File: config.mk
export PLATFORM = sky130hd
export DESIGN_NAME = wgas_ctrl
export DESIGN_NICKNAME = d
export VERILOG_FILES = /design/src/rtl/wgas_pkg.sv /design/src/rtl/wgas_ctrl.sv
export SDC_FILE = /design/constraint.sdc
export NUM_CORES = 1
export LEC_CHECK = 0
export ABC_CLOCK_PERIOD_IN_PS = 3030
export BUFFER_PORTS_ARGS = -buffer_cell sky130_fd_sc_hd__buf_4
export CORE_AREA = 2 2 39 41
export DETAILED_ROUTE_END_ITERATION = 6
export DIE_AREA = 0 0 41 43
export SYNTH_ARGS = -nofsm -noshare
export SYNTH_HDL_FRONTEND = slang
export SYNTH_SLANG_ARGS = --single-unit
File: constraint.sdc
create_clock -name clk -period 3.03 [get_ports clk]
set_clock_uncertainty 0.1 [all_clocks]
set_input_delay 0.4545 -clock clk [delete_from_list [all_inputs] [get_ports clk]]
set_output_delay 0.4545 -clock clk [all_outputs]
set_load 0.01 [all_outputs]
File: src/rtl/wgas_pkg.sv
`timescale 1ns / 1ps
// Shared constants, state encoding and control structs for the wind gust and
// average speed core. No dependencies.

package wgas_pkg;

    // Field widths
    localparam int TIME_W  = 32;
    localparam int WIN_W   = 22;
    localparam int PCNT_W  = 20;
    localparam int PEAK_W  = 9;
    localparam int SPEED_W = 32;
    localparam int FRAC_W  = 16;

    // Speed scale: 1.319 m/s per rev/s, kept as 1319 over milliseconds
    localparam int              SPEED_NUM_W = 11;
    localparam logic [10:0]     SPEED_NUM   = 11'd1319;
    localparam int              PROD_W      = SPEED_NUM_W + PCNT_W;
    localparam int              NUM_W       = PROD_W + FRAC_W;

    // Gust span: 3 s in microseconds for the scan, in milliseconds for the gust scale
    localparam logic [TIME_W-1:0] GUST_SPAN_US = 32'd3000000;
    localparam int                GUST_SPAN_MS = 3000;

    localparam logic [WIN_W-1:0] WIN_RESET = 22'd60000;

    // Parameter defaults
    localparam int BUFFER_DEPTH_DEF   = 256;
    localparam int PULSES_PER_REV_DEF = 1;

    typedef enum logic [2:0] {
        ST_IDLE,
        ST_SCAN,
        ST_START_AVG,
        ST_DIV_AVG,
        ST_GUST_PREP,
        ST_GUST_SAVE,
        ST_EMIT
    } wgas_state_t;

    // Controller to datapath
    typedef struct packed {
        logic capture;       // latch the accepted item
        logic store;         // write its timestamp into the buffer
        logic advance;       // move the start pointer one entry
        logic peak_update;   // fold newest - start into the peak
        logic div_start;     // load the divider with the average operands
        logic gust_prep;     // latch the gust partial products
        logic save_avg;
        logic save_gust;
        logic emit;          // load the output register, clear window state
    } wgas_cmd_t;

    // Datapath to controller
    typedef struct packed {
        logic full;
        logic advance_ok;
        logic closing;
        logic div_done;
        logic out_free;
    } wgas_status_t;

endpackage

File: src/rtl/wgas_ctrl.sv
`timescale 1ns / 1ps
// Controller: sequences item capture, the start pointer scan, the average
// divide, the gust multiply and the result load. Depends on wgas_pkg.

module wgas_ctrl import wgas_pkg::*; (
    input  logic         clk,
    input  logic         rst_n,
    input  logic         in_valid,
    output logic         in_ready,
    input  logic         in_has_pulse,
    input  logic         in_window_end,
    input  wgas_status_t status,
    output wgas_cmd_t    cmd
);

    wgas_state_t state_reg, state_next;
    logic        accept;

    assign accept = in_valid && (state_reg == ST_IDLE);

    // State register
    always_ff @(posedge clk or negedge rst_n)
    begin
        if (!rst_n)
            state_reg <= ST_IDLE;
        else
            state_reg <= state_next;
    end

    // Next state
    always_comb
    begin
        state_next = state_reg;
        unique case (state_reg)
            ST_IDLE:
            begin
                if (accept)
                begin
                    if (in_has_pulse && !status.full)
                        state_next = ST_SCAN;
                    else if (in_window_end)
                        state_next = ST_START_AVG;
                end
            end
            ST_SCAN:
            begin
                if (!status.advance_ok)
                    state_next = status.closing ? ST_START_AVG : ST_IDLE;
            end
            ST_START_AVG:  state_next = ST_DIV_AVG;
            ST_DIV_AVG:
            begin
                if (status.div_done)
                    state_next = ST_GUST_PREP;
            end
            ST_GUST_PREP:  state_next = ST_GUST_SAVE;
            ST_GUST_SAVE:  state_next = ST_EMIT;
            ST_EMIT:
            begin
                if (status.out_free)
                    state_next = ST_IDLE;
            end
            default:       state_next = ST_IDLE;
        endcase
    end

    // Outputs
    always_comb
    begin
        in_ready = 1'b0;
        cmd      = '0;
        unique case (state_reg)
            ST_IDLE:
            begin
                in_ready    = 1'b1;
                cmd.capture = accept;
                cmd.store   = accept && in_has_pulse && !status.full;
            end
            ST_SCAN:
            begin
                cmd.advance     = status.advance_ok;
                cmd.peak_update = !status.advance_ok;
            end
            ST_START_AVG:
            begin
                cmd.div_start = 1'b1;
            end
            ST_DIV_AVG:
            begin
                cmd.save_avg = status.div_done;
            end
            ST_GUST_PREP:
            begin
                cmd.gust_prep = 1'b1;
            end
            ST_GUST_SAVE:
            begin
                cmd.save_gust = 1'b1;
            end
            ST_EMIT:
            begin
                cmd.emit = status.out_free;
            end
            default:
            begin
                cmd = '0;
            end
        endcase
    end

endmodule

==> flow_metrics.tcl, run 1 <==
set metrics [dict create \
    io_pins 20 \
    clkPwrFrac_pct 15.5 \
    route.detailed.drc 0 \
    avgViaCountPerCell 4.68 \
    drtIter0Drc 3 \
    slowest_stage "dfrtp_1" \
    power.share.sequential_pct 27.7 \
    setup_violations 0 \
    initial_core_util_pct 22.4 \
    clkSlewWorstSetupHoldPaths_ps 40 \
    power_frac_comb_pct 56.8 \
    fin_crit_ps 1950 \
    rsz0062_at_grt "false" \
    wirelength_um 784 \
    nets 66 \
    endpoint_kind "output pin" \
    p_leak_uw 0.000241 \
    hold_viol 0 \
    slew_violations 0 \
    dieArea_um2 1760 \
    largest_register_ffs 3 \
    crit_path_max_fanout 12 \
    r2r_slack_ps 1340 \
    grt_overflow 0 \
    grt_max_degree 13 \
    grt-busiest-layer "met1" \
    antenna_cells 0 \
    die_y_um 43 \
    numCtsBuffers 3 \
    routedWlPerCell_um 11.0 \
    synth.distinct_cells 25 \
    met2_usage_pct 13.8 \
    crit_chain "nor3_2, and3_1, buf_4" \
    dp_hpwl_um 574 \
    worstMarginPinSlew_ps 379 \
    p_sw_share_pct 42.6 \
    finalSetupTns_ps 0 \
    crit_path_start_kind "flop" \
    ff2ff_path_depth 4 \
    r2r-end "state_reg[1]" \
    placed_area_um2 445 \
    place.gp.congestion 0.732 \
    cp_data_required_time_ps 2480 \
    grt_usage_pct 11.3 \
    core.rowCount 14 \
    tritoncts "yes" \
    cts_sinks 3 \
    max-cap-violations 0 \
    power_density_nw_per_um2 926 \
    internal-power_uw 256 \
    clockRootBuffer "clkbuf_4" \
    final_util_pct 34.8 \
    arrival_ps 1390 \
    insertion_delay_ps 230 \
    r2r_start "state_reg[1]" \
    area_delta_synth_final_pct 55.2 \
    syn_area_um2 310 \
    holdWs_ps 449 \
    critPathBufInv 1 \
    yosys_warnings 0 \
    ir_drop_v 0.000275 \
    grt_use_met3_pct 4.71 \
    ys_ff_latch 3 \
    fin_crit_sh_pct 64.2 \
    gr-usage-met1_pct 15.2 \
    vias 332 \
    clock_path_buffers 2 \
    synthCells 34 \
    h-tree-depth 1 \
    drive_above_1_share_pct 52.7 \
    core_um2 1380 \
    outcome "complete, no violations" \
    io_buffers 19 \
    fill_cells 150 \
    chipWidth_um 41 \
    antenna_found_initial 0 \
    first_pass_iters 4 \
    cpPeakStageDelay_ps 490 \
    syn_nets 44 \
    ant_nets 0 \
    power.switching_uw 190 \
    critPathKind "flop to output pin" \
    min_path_type "primary input to asynchronous set/reset pin" \
    slew_headroom_pct 74.7 \
    fin_area_um2 482 \
    grt_pass1_wl_um 1300 \
    postSynthAreaPerCell_um2 9.13 \
    crit_family "simple AND/OR/NAND/NOR gates" \
    fmax_ghz 0.514 \
    grt_pass1_vias 309 \
    yosysSeqAreaShare_pct 24.2 \
]
cell families after synthesis:
family / share of synthesized area, %
simple gates: 40.3
compound gates: 20.6
buf+inv: 10.1
flops: 24.2
mux: 4.84
metal layers:
metal,part of all wire (%),vias to the layer above
li1,-,167
met1,43,148
met2,47,17
met3,9.1,0
met4,0,0
met5,0,-
power by group through the flow:
| stage | sequential [uW] | combinational (uW) | clock (uW) |
|---|---|---|---|
| floorplan | 75.4 | 237 | 0 |
| global placement | 123 | 251 | 0 |
| detailed placement | 122 | 256 | 0 |
| CTS | 123 | 258 | 72.9 |
| global route | 132 | 278 | 77.4 |
| finish | 124 | 254 | 69.1 |
cell usage in the layout (no fill, tap or decap), types with 2 or more instances in the layout:
| master | n |
|---|---|
| dfrtp_1 | 3 |
| buf_4 | 19 |
| and3_1 | 2 |
| nor3b_1 | 2 |
| clkbuf_4 | 3 |
| a21o_1 | 2 |
| o21ai_0 | 3 |
| nor3_1 | 2 |
worst max-delay path by stage:
stage | from | end | slack (ps) | cells past startpoint
detailed placement | status[4] | state_reg[1] | 1270 | 5
finish | state_reg[2] | cmd[7] | 1080 | 3
global route | state_reg[2] | cmd[7] | 970 | 3
global placement | status[4] | state_reg[1] | 1300 | 5
CTS | state_reg[2] | cmd[7] | 1080 | 3
floorplan | state_reg[0] | cmd[7] | 1420 | 3
Yosys cell counts:
| cell type | n | area share, % |
|---|---|---|
| a211oi_2 | 1 | 4.0 |
| a21o_1 | 2 | 4.8 |
| a21oi_1 | 1 | 1.6 |
| a31o_1 | 1 | 2.8 |
| and2_1 | 1 | 2.0 |
| and3_1 | 2 | 4.0 |
| and4b_2 | 1 | 3.6 |
| buf_2 | 1 | 1.6 |
| buf_6 | 2 | 7.3 |
| dfrtp_1 | 3 | 24 |
| inv_1 | 1 | 1.2 |
| mux2_4 | 1 | 4.8 |
| nand2_1 | 1 | 1.2 |
| nand2b_1 | 1 | 2.0 |
| nor2_1 | 1 | 1.2 |
| nor2_2 | 1 | 2.0 |
| nor2b_1 | 1 | 2.0 |
| nor3_1 | 2 | 3.2 |
| nor3_2 | 1 | 3.2 |
| nor3b_1 | 2 | 4.8 |
| nor3b_2 | 1 | 4.0 |
| nor4b_2 | 1 | 4.8 |
| o211ai_1 | 1 | 2.4 |
| o21ai_0 | 3 | 4.8 |
| or3_1 | 1 | 2.0 |
layout make-up:
cell class | count | area (um2) | area share, %
Timing Repair Buffer | 20 | 153 | 31.7
Tap cell | 16 | 20.0 | 4.16
Multi-Input combinational cell | 27 | 204 | 42.3
Sequential cell | 3 | 75.1 | 15.6
Clock buffer | 4 | 26.3 | 5.45
Inverter | 1 | 3.75 | 0.779
worst reg2reg max path: stages (launching register included):
cell and delay [ps]:
dfrtp_1 560, nand2_1 130, nor3b_2 190, a211oi_2 270
mux2_4 320
through the flow:
| step | setup WS (ps) | cells | total power (uW) |
|---|---|---|---|
| 3_3_place_gp | 1300 | 66 | 374 |
| 2_1_floorplan | 1420 | 34 | 313 |
| 6_report | 1080 | 71 | 446 |
| 3_5_place_dp | 1270 | 66 | 378 |
| 5_1_grt | 972 | 71 | 487 |
| 4_1_cts | 1080 | 71 | 454 |
what timing repair did:
action / in CTS / in global routing
endpoints found under the hold margin: 3 / 0
gates resized for setup: 0 / 0
buffers inserted: 0 / 0
setup endpoints to repair: 0 / 0
hold buffers: 1 / 0
(Power assumes the default switching activity.)
==> inputs of run 2 (changes only) <==
--- a/config.mk
+++ b/config.mk
@@ -5,7 +5,8 @@
 export SDC_FILE = /design/constraint.sdc
 export NUM_CORES = 1
 export LEC_CHECK = 0
-export ABC_CLOCK_PERIOD_IN_PS = 3030
+export ABC_AREA = 1
+export ABC_CLOCK_PERIOD_IN_PS = 1800
 export BUFFER_PORTS_ARGS = -buffer_cell sky130_fd_sc_hd__buf_4
 export CORE_AREA = 2 2 39 41
 export DETAILED_ROUTE_END_ITERATION = 6
==> constraint.sdc (replaced) <==
create_clock -name clk -period 1.8 [get_ports clk]
set_clock_uncertainty 0.1 [all_clocks]
set_input_delay 0.27 -clock clk [delete_from_list [all_inputs] [get_ports clk]]
set_output_delay 0.27 -clock clk [all_outputs]
set_load 0.01 [all_outputs]
==> run 2 against run 1 <==
  * Total power grew 82%
  * Clock power grew 69%
  * Global-route usage shrank 0.089 points
  * Cell count grew 39%
  * Design area grew 11%
  * Largest cell class unchanged
  * Sequential cell count is the same
  * Critical path depth grew 1
  * Critical endpoint is now cmd[6]
==> flow_metrics.tcl, run 2 <==
set metrics [dict create \
    outcome "complete, no violations" \
    cp_data_required_time_ps 1430 \
    grt_usage_pct 11.2 \
    async_flop_share_pct 100 \
    yosysSeqAreaShare_pct 22.6 \
    cpPeakStageDelay_ps 430 \
    dieArea_um2 1760 \
    fin_crit_ps 1660 \
    finalSetupTns_ps 0 \
    crit_path_start_kind "flop" \
    antenna_cells 0 \
    synthTopCellsByArea "dfrtp_1 (23%), nand2_1 (16%), nand3_1 (12%)" \
    power_density_nw_per_um2 1520 \
    crit_chain "inv_2, nand3_1, nor2_2, buf_4" \
    fin_area_um2 536 \
    crit_path_max_fanout 10 \
    grt_max_degree 11 \
    critPathKind "flop to output pin" \
    die_y_um 43 \
    slew_violations 0 \
    synth_top_area_share_pct 22.6 \
    grt_overflow 0 \
    synthFlopType "dfrtp_1" \
    yosysMostFrequentCell "nand2_1" \
    clkSlewWorstSetupHoldPaths_ps 40 \
    layout_setup_ws_ps 142 \
    cts_sinks 3 \
    chipWidth_um 41 \
    io_pins 20 \
    avgViaCountPerCell 4.20 \
    seq_area_um2 75.1 \
    post_cts_buffers 0 \
    h-tree-depth 1 \
    nets 94 \
    clock_path_buffers 2 \
    area_delta_synth_final_pct 61.5 \
    synth_common_cells "nand2_1 (14), inv_1 (10), nand3_1 (8), nor2_1 (8), nor2_2 (5)" \
    slowest_stage "dfrtp_1" \
    dp_hpwl_um 693 \
    min_path_type "primary input to flop" \
    tritoncts "yes" \
    mostFrequentLayoutCell "buf_4" \
    wirelength_um 825 \
    route.detailed.drc 0 \
    dp_slack_ps 347 \
    core.rowCount 14 \
    fill_cells 154 \
    ir_drop_v 0.000381 \
    fmax_ghz 0.603 \
    multi_input_area_um2 213 \
    clockRootBuffer "clkbuf_4" \
    drive_above_1_share_pct 38.6 \
    postSynthAreaPerCell_um2 5.62 \
    routedWlPerCell_um 8.33 \
    rsz0062_at_grt "false" \
    max-cap-violations 0 \
    slew_headroom_pct 80.0 \
    insertion_delay_ps 230 \
    arrival_ps 1290 \
    core_um2 1380 \
    drtIter0Drc 4 \
    grt_pass1_wl_um 1390 \
    synthCells 59 \
    syn_nets 69 \
    p_leak_uw 0.000320 \
    vias 416 \
    final_util_pct 38.7 \
    antenna_found_initial 0 \
    first_pass_iters 2 \
    yosys_warnings 0 \
    placed_area_um2 494 \
    io_buffers 19 \
    largest_register_ffs 3 \
    setup_violations 0 \
    synth_edf_count 0 \
    yosys.area.top_type "dfrtp_1" \
    initial_core_util_pct 24.0 \
    grt_pass1_vias 370 \
    synth.distinct_cells 13 \
    numCtsBuffers 3 \
    syn_area_um2 332 \
    most-common-layout-cells "buf_4 (19), nand2_1 (14), inv_1 (10)" \
    endpoint_kind "output pin" \
    fin_crit_sh_pct 92.1 \
    ys_ff_latch 3 \
    hold_viol 0 \
    place.gp.congestion 0.687 \
    ant_nets 0 \
    worstMarginPinSlew_ps 301 \
]
==> run 2: cell types whose count changed after synthesis, sizes merged, moves of 3 or more <==
cell / previous run / this run
nor2: 2 / 14
nand3: 0 / 9
buf: 3 / 0
nor3b: 3 / 0
nand2: 1 / 14
inv: 1 / 13
==> run 2: power by group <==
part	switching (uW)	internal (uW)
clock	33.7	83.0
combinational	293	226
sequential	73.9	102
==> run 2: worst paths after layout <==
path	startpoint	to	slack [ps]	cells past startpoint
setup / recovery	state_reg[2]	cmd[6]	140	4
hold / removal	status[0]	state_reg[1]	250	4
setup reg to reg	state_reg[2]	state_reg[1]	510	6
hold reg to reg	state_reg[2]	state_reg[2]	570	2
max in group asynchronous	rst_n	state_reg[2]	1240	2
min in group asynchronous	rst_n	state_reg[1]	270	2
==> run 2: logic make-up after synthesis <==
family / share of synthesized area (%)
AOI/OAI and AO/OA: 3.02
buffers and inverters: 14.7
and+or+nand+nor: 59.6
DFF: 22.6
==> run 2: layout make-up <==
cell class	count	share of cell area, %
inverter	13	9.11
tap	16	3.74
clock buffer	4	4.91
sequential	3	14.0
multi-input combinational	43	39.7
timing repair buffer	20	28.5
==> run 2: timing repair <==
| action | CTS | global route |
|---|---|---|
| hold endpoints to repair | 3 | 0 |
| endpoints found under the setup margin | 0 | 1 |
| gates resized for setup | 0 | 1 |
| hold buffers | 1 | 0 |
==> run 2: layer usage <==
| metal | up-vias | routed length (um) | track usage [%] |
|---|---|---|---|
| li1 | 231 | - | - |
| met1 | 171 | 352 | 14.3 |
| met2 | 14 | 414 | 17.2 |
| met3 | 0 | 58 | 4.71 |
| met4 | 0 | 0 | 2.00 |
| met5 | - | 0 | 0 |
==> run 2: metrics by stage <==
stage | cells | total power [uW] | hold slack (ps)
final | 99 | 812 | 246
after global routing | 99 | 912 | 282
after CTS | 99 | 815 | 243
after detailed placement | 94 | 690 | -40.4
after global placement | 94 | 679 | -38.2
after floorplan | 59 | 506 | -126
==> run 2: critical path, delay by kind of cell (launching register included) <==
kind	cells	cell delay [ps]
buffers and inverters	2	320
flip-flops	1	430
AND/OR/NAND/NOR	2	310
==> inputs of run 3 (changes only) <==
--- a/config.mk
+++ b/config.mk
@@ -5,12 +5,12 @@
 export SDC_FILE = /design/constraint.sdc
 export NUM_CORES = 1
 export LEC_CHECK = 0
-export ABC_AREA = 1
 export ABC_CLOCK_PERIOD_IN_PS = 1800
 export BUFFER_PORTS_ARGS = -buffer_cell sky130_fd_sc_hd__buf_4
 export CORE_AREA = 2 2 39 41
 export DETAILED_ROUTE_END_ITERATION = 6
 export DIE_AREA = 0 0 41 43
+export GPL_TIMING_DRIVEN = 0
 export SYNTH_ARGS = -nofsm -noshare
 export SYNTH_HDL_FRONTEND = slang
 export SYNTH_SLANG_ARGS = --single-unit
==> run 3 against run 2 <==
  * Fmax decreased by 1.4%
  * Cell count decreased by 25%
  * Die area unchanged
  * Hold slack improved by 24 ps
  * Total power decreased by 0.31%
  * Clock-buffer cell count unchanged
  * Core utilization decreased by 1.9 points
  * First-iteration DRC count decreased by 75%
  * Non-clock buffer count increased by 3
  * Worst setup slack got worse by 23 ps
  * Wire length decreased by 12%
  * Combinational power increased by 8.1%
==> flow_metrics.tcl, run 3 (synthesis gave the netlist of run 1 again) <==
set metrics [dict create \
    outcome "complete, no violations" \
    clkSlewWorstSetupHoldPaths_ps 40 \
    clock_path_buffers 2 \
    placed_area_um2 473 \
    hold_viol 0 \
    place.gp.congestion 0.700 \
    tritoncts "yes" \
    ff2ff_path_depth 5 \
    p_leak_uw 0.000258 \
    slew_violations 0 \
    drive_above_1_share_pct 55.2 \
    chipWidth_um 41 \
    grt_pass1_vias 288 \
    endpoint_kind "output pin" \
    route.detailed.drc 0 \
    vias 336 \
    power_density_nw_per_um2 1590 \
    dp_hpwl_um 598 \
    die_y_um 43 \
    antenna_cells 0 \
    final_util_pct 36.8 \
    dieArea_um2 1760 \
    io_buffers 19 \
    io_pins 20 \
    finalSetupTns_ps 0 \
    wirelength_um 729 \
    avgViaCountPerCell 4.54 \
    clockRootBuffer "clkbuf_4" \
    routedWlPerCell_um 9.85 \
    crit_path_max_fanout 10 \
    core_um2 1380 \
    drtIter0Drc 1 \
    fin_area_um2 509 \
    grt_overflow 0 \
    fin_crit_sh_pct 93.4 \
    area_delta_synth_final_pct 64.1 \
    worstMarginPinSlew_ps 260 \
    fin_crit_ps 1680 \
    cts_sinks 3 \
    fmax_ghz 0.595 \
    numCtsBuffers 3 \
    r2r_slack_ps 260 \
    setup_violations 0 \
    min_path_type "primary input to asynchronous set/reset pin" \
    ir_drop_v 0.000522 \
    initial_core_util_pct 22.4 \
    slew_headroom_pct 82.6 \
    first_pass_iters 2 \
    arrival_ps 1310 \
    antenna_found_initial 0 \
    insertion_delay_ps 230 \
    most-common-layout-cells "buf_4 (19), o21ai_0 (3), clkbuf_4 (3), dfrtp_1 (3)" \
    rsz0062_at_grt "false" \
    mostFrequentLayoutCell "buf_4" \
    nets 69 \
    max-cap-violations 0 \
    h-tree-depth 1 \
    cp_data_required_time_ps 1430 \
    grt_usage_pct 9.57 \
    critPathKind "flop to output pin" \
    largest_register_ffs 3 \
    core.rowCount 14 \
    grt_pass1_wl_um 1120 \
    crit_path_start_kind "flop" \
    ant_nets 0 \
    grt_max_degree 11 \
]
-- run 3: cell types whose count changed in the layout (fill, tap and decap cells not counted), sizes merged, moves of 3 or more --
cell / before / now
buf: 19 / 22
nand3: 9 / 0
inv: 13 / 1
nor3b: 0 / 3
nor2: 14 / 2
nand2: 14 / 1
-- run 3: final timing paths --
path                              start            to
min                               rst_n  state_reg[0]
max reg2reg                state_reg[1]  state_reg[1]
max in group asynchronous         rst_n  state_reg[2]
max                        state_reg[0]        cmd[7]
min reg2reg                state_reg[1]  state_reg[1]
min in group clk              status[0]  state_reg[2]
-- run 3: power by group --
group | switching (uW) | total (uW) | internal (uW) | leakage, uW
clock network | 32.9 | 116 | 83.0 | 0.0000150
registers | 28.4 | 133 | 104 | 0.0000370
logic | 265 | 561 | 296 | 0.000206
total | 327 | 810 | 483 | 0.000258
-- run 3: timing repair --
| action | in CTS | in global routing |
|---|---|---|
| setup buffers | 0 | 0 |
| hold buffers | 1 | 0 |
| gates resized for setup | 0 | 0 |
| hold endpoints to repair | 3 | 0 |
| endpoints found under the setup margin | 0 | 0 |
-- run 3: final cells by class --
type / instances / area, um2
Inverter: 1 / 3.75
Sequential cell: 3 / 75.1
Tap cell: 16 / 20.0
Clock buffer: 4 / 26.3
Timing Repair Buffer: 20 / 153
Buffer: 3 / 27.5
Fill cell: 152 / 875
Multi-Input combinational cell: 27 / 204
-- run 3: routing by layer --
layer | wire length (um) | up-vias | track usage (%)
met1 | 314 | 150 | 10.7
met4 | 0 | 0 | 6.00
met5 | 0 | - | 0
met3 | 62 | 0 | 4.71
met2 | 352 | 11 | 13.8
li1 | - | 175 | -
-- run 3: worst max-delay path, stage by stage, from the launching register on --
cell     delay, ps
dfrtp_1        380
buf_6          140
nor3_2         250
and3_1         190
buf_4          110
-- run 3: metrics by stage --
| step | std cells | worst slack (ps) | hold WS, ps | total power (uW) |
|---|---|---|---|---|
| 2_1_floorplan | 34 | 334 | -126 | 526 |
| 3_3_place_gp | 69 | 230 | -39.7 | 697 |
| 3_5_place_dp | 69 | 226 | -39.6 | 703 |
| 4_1_cts | 74 | 104 | 259 | 826 |
| 5_1_grt | 74 | 42.5 | 267 | 877 |
| 6_report | 74 | 119 | 270 | 810 |
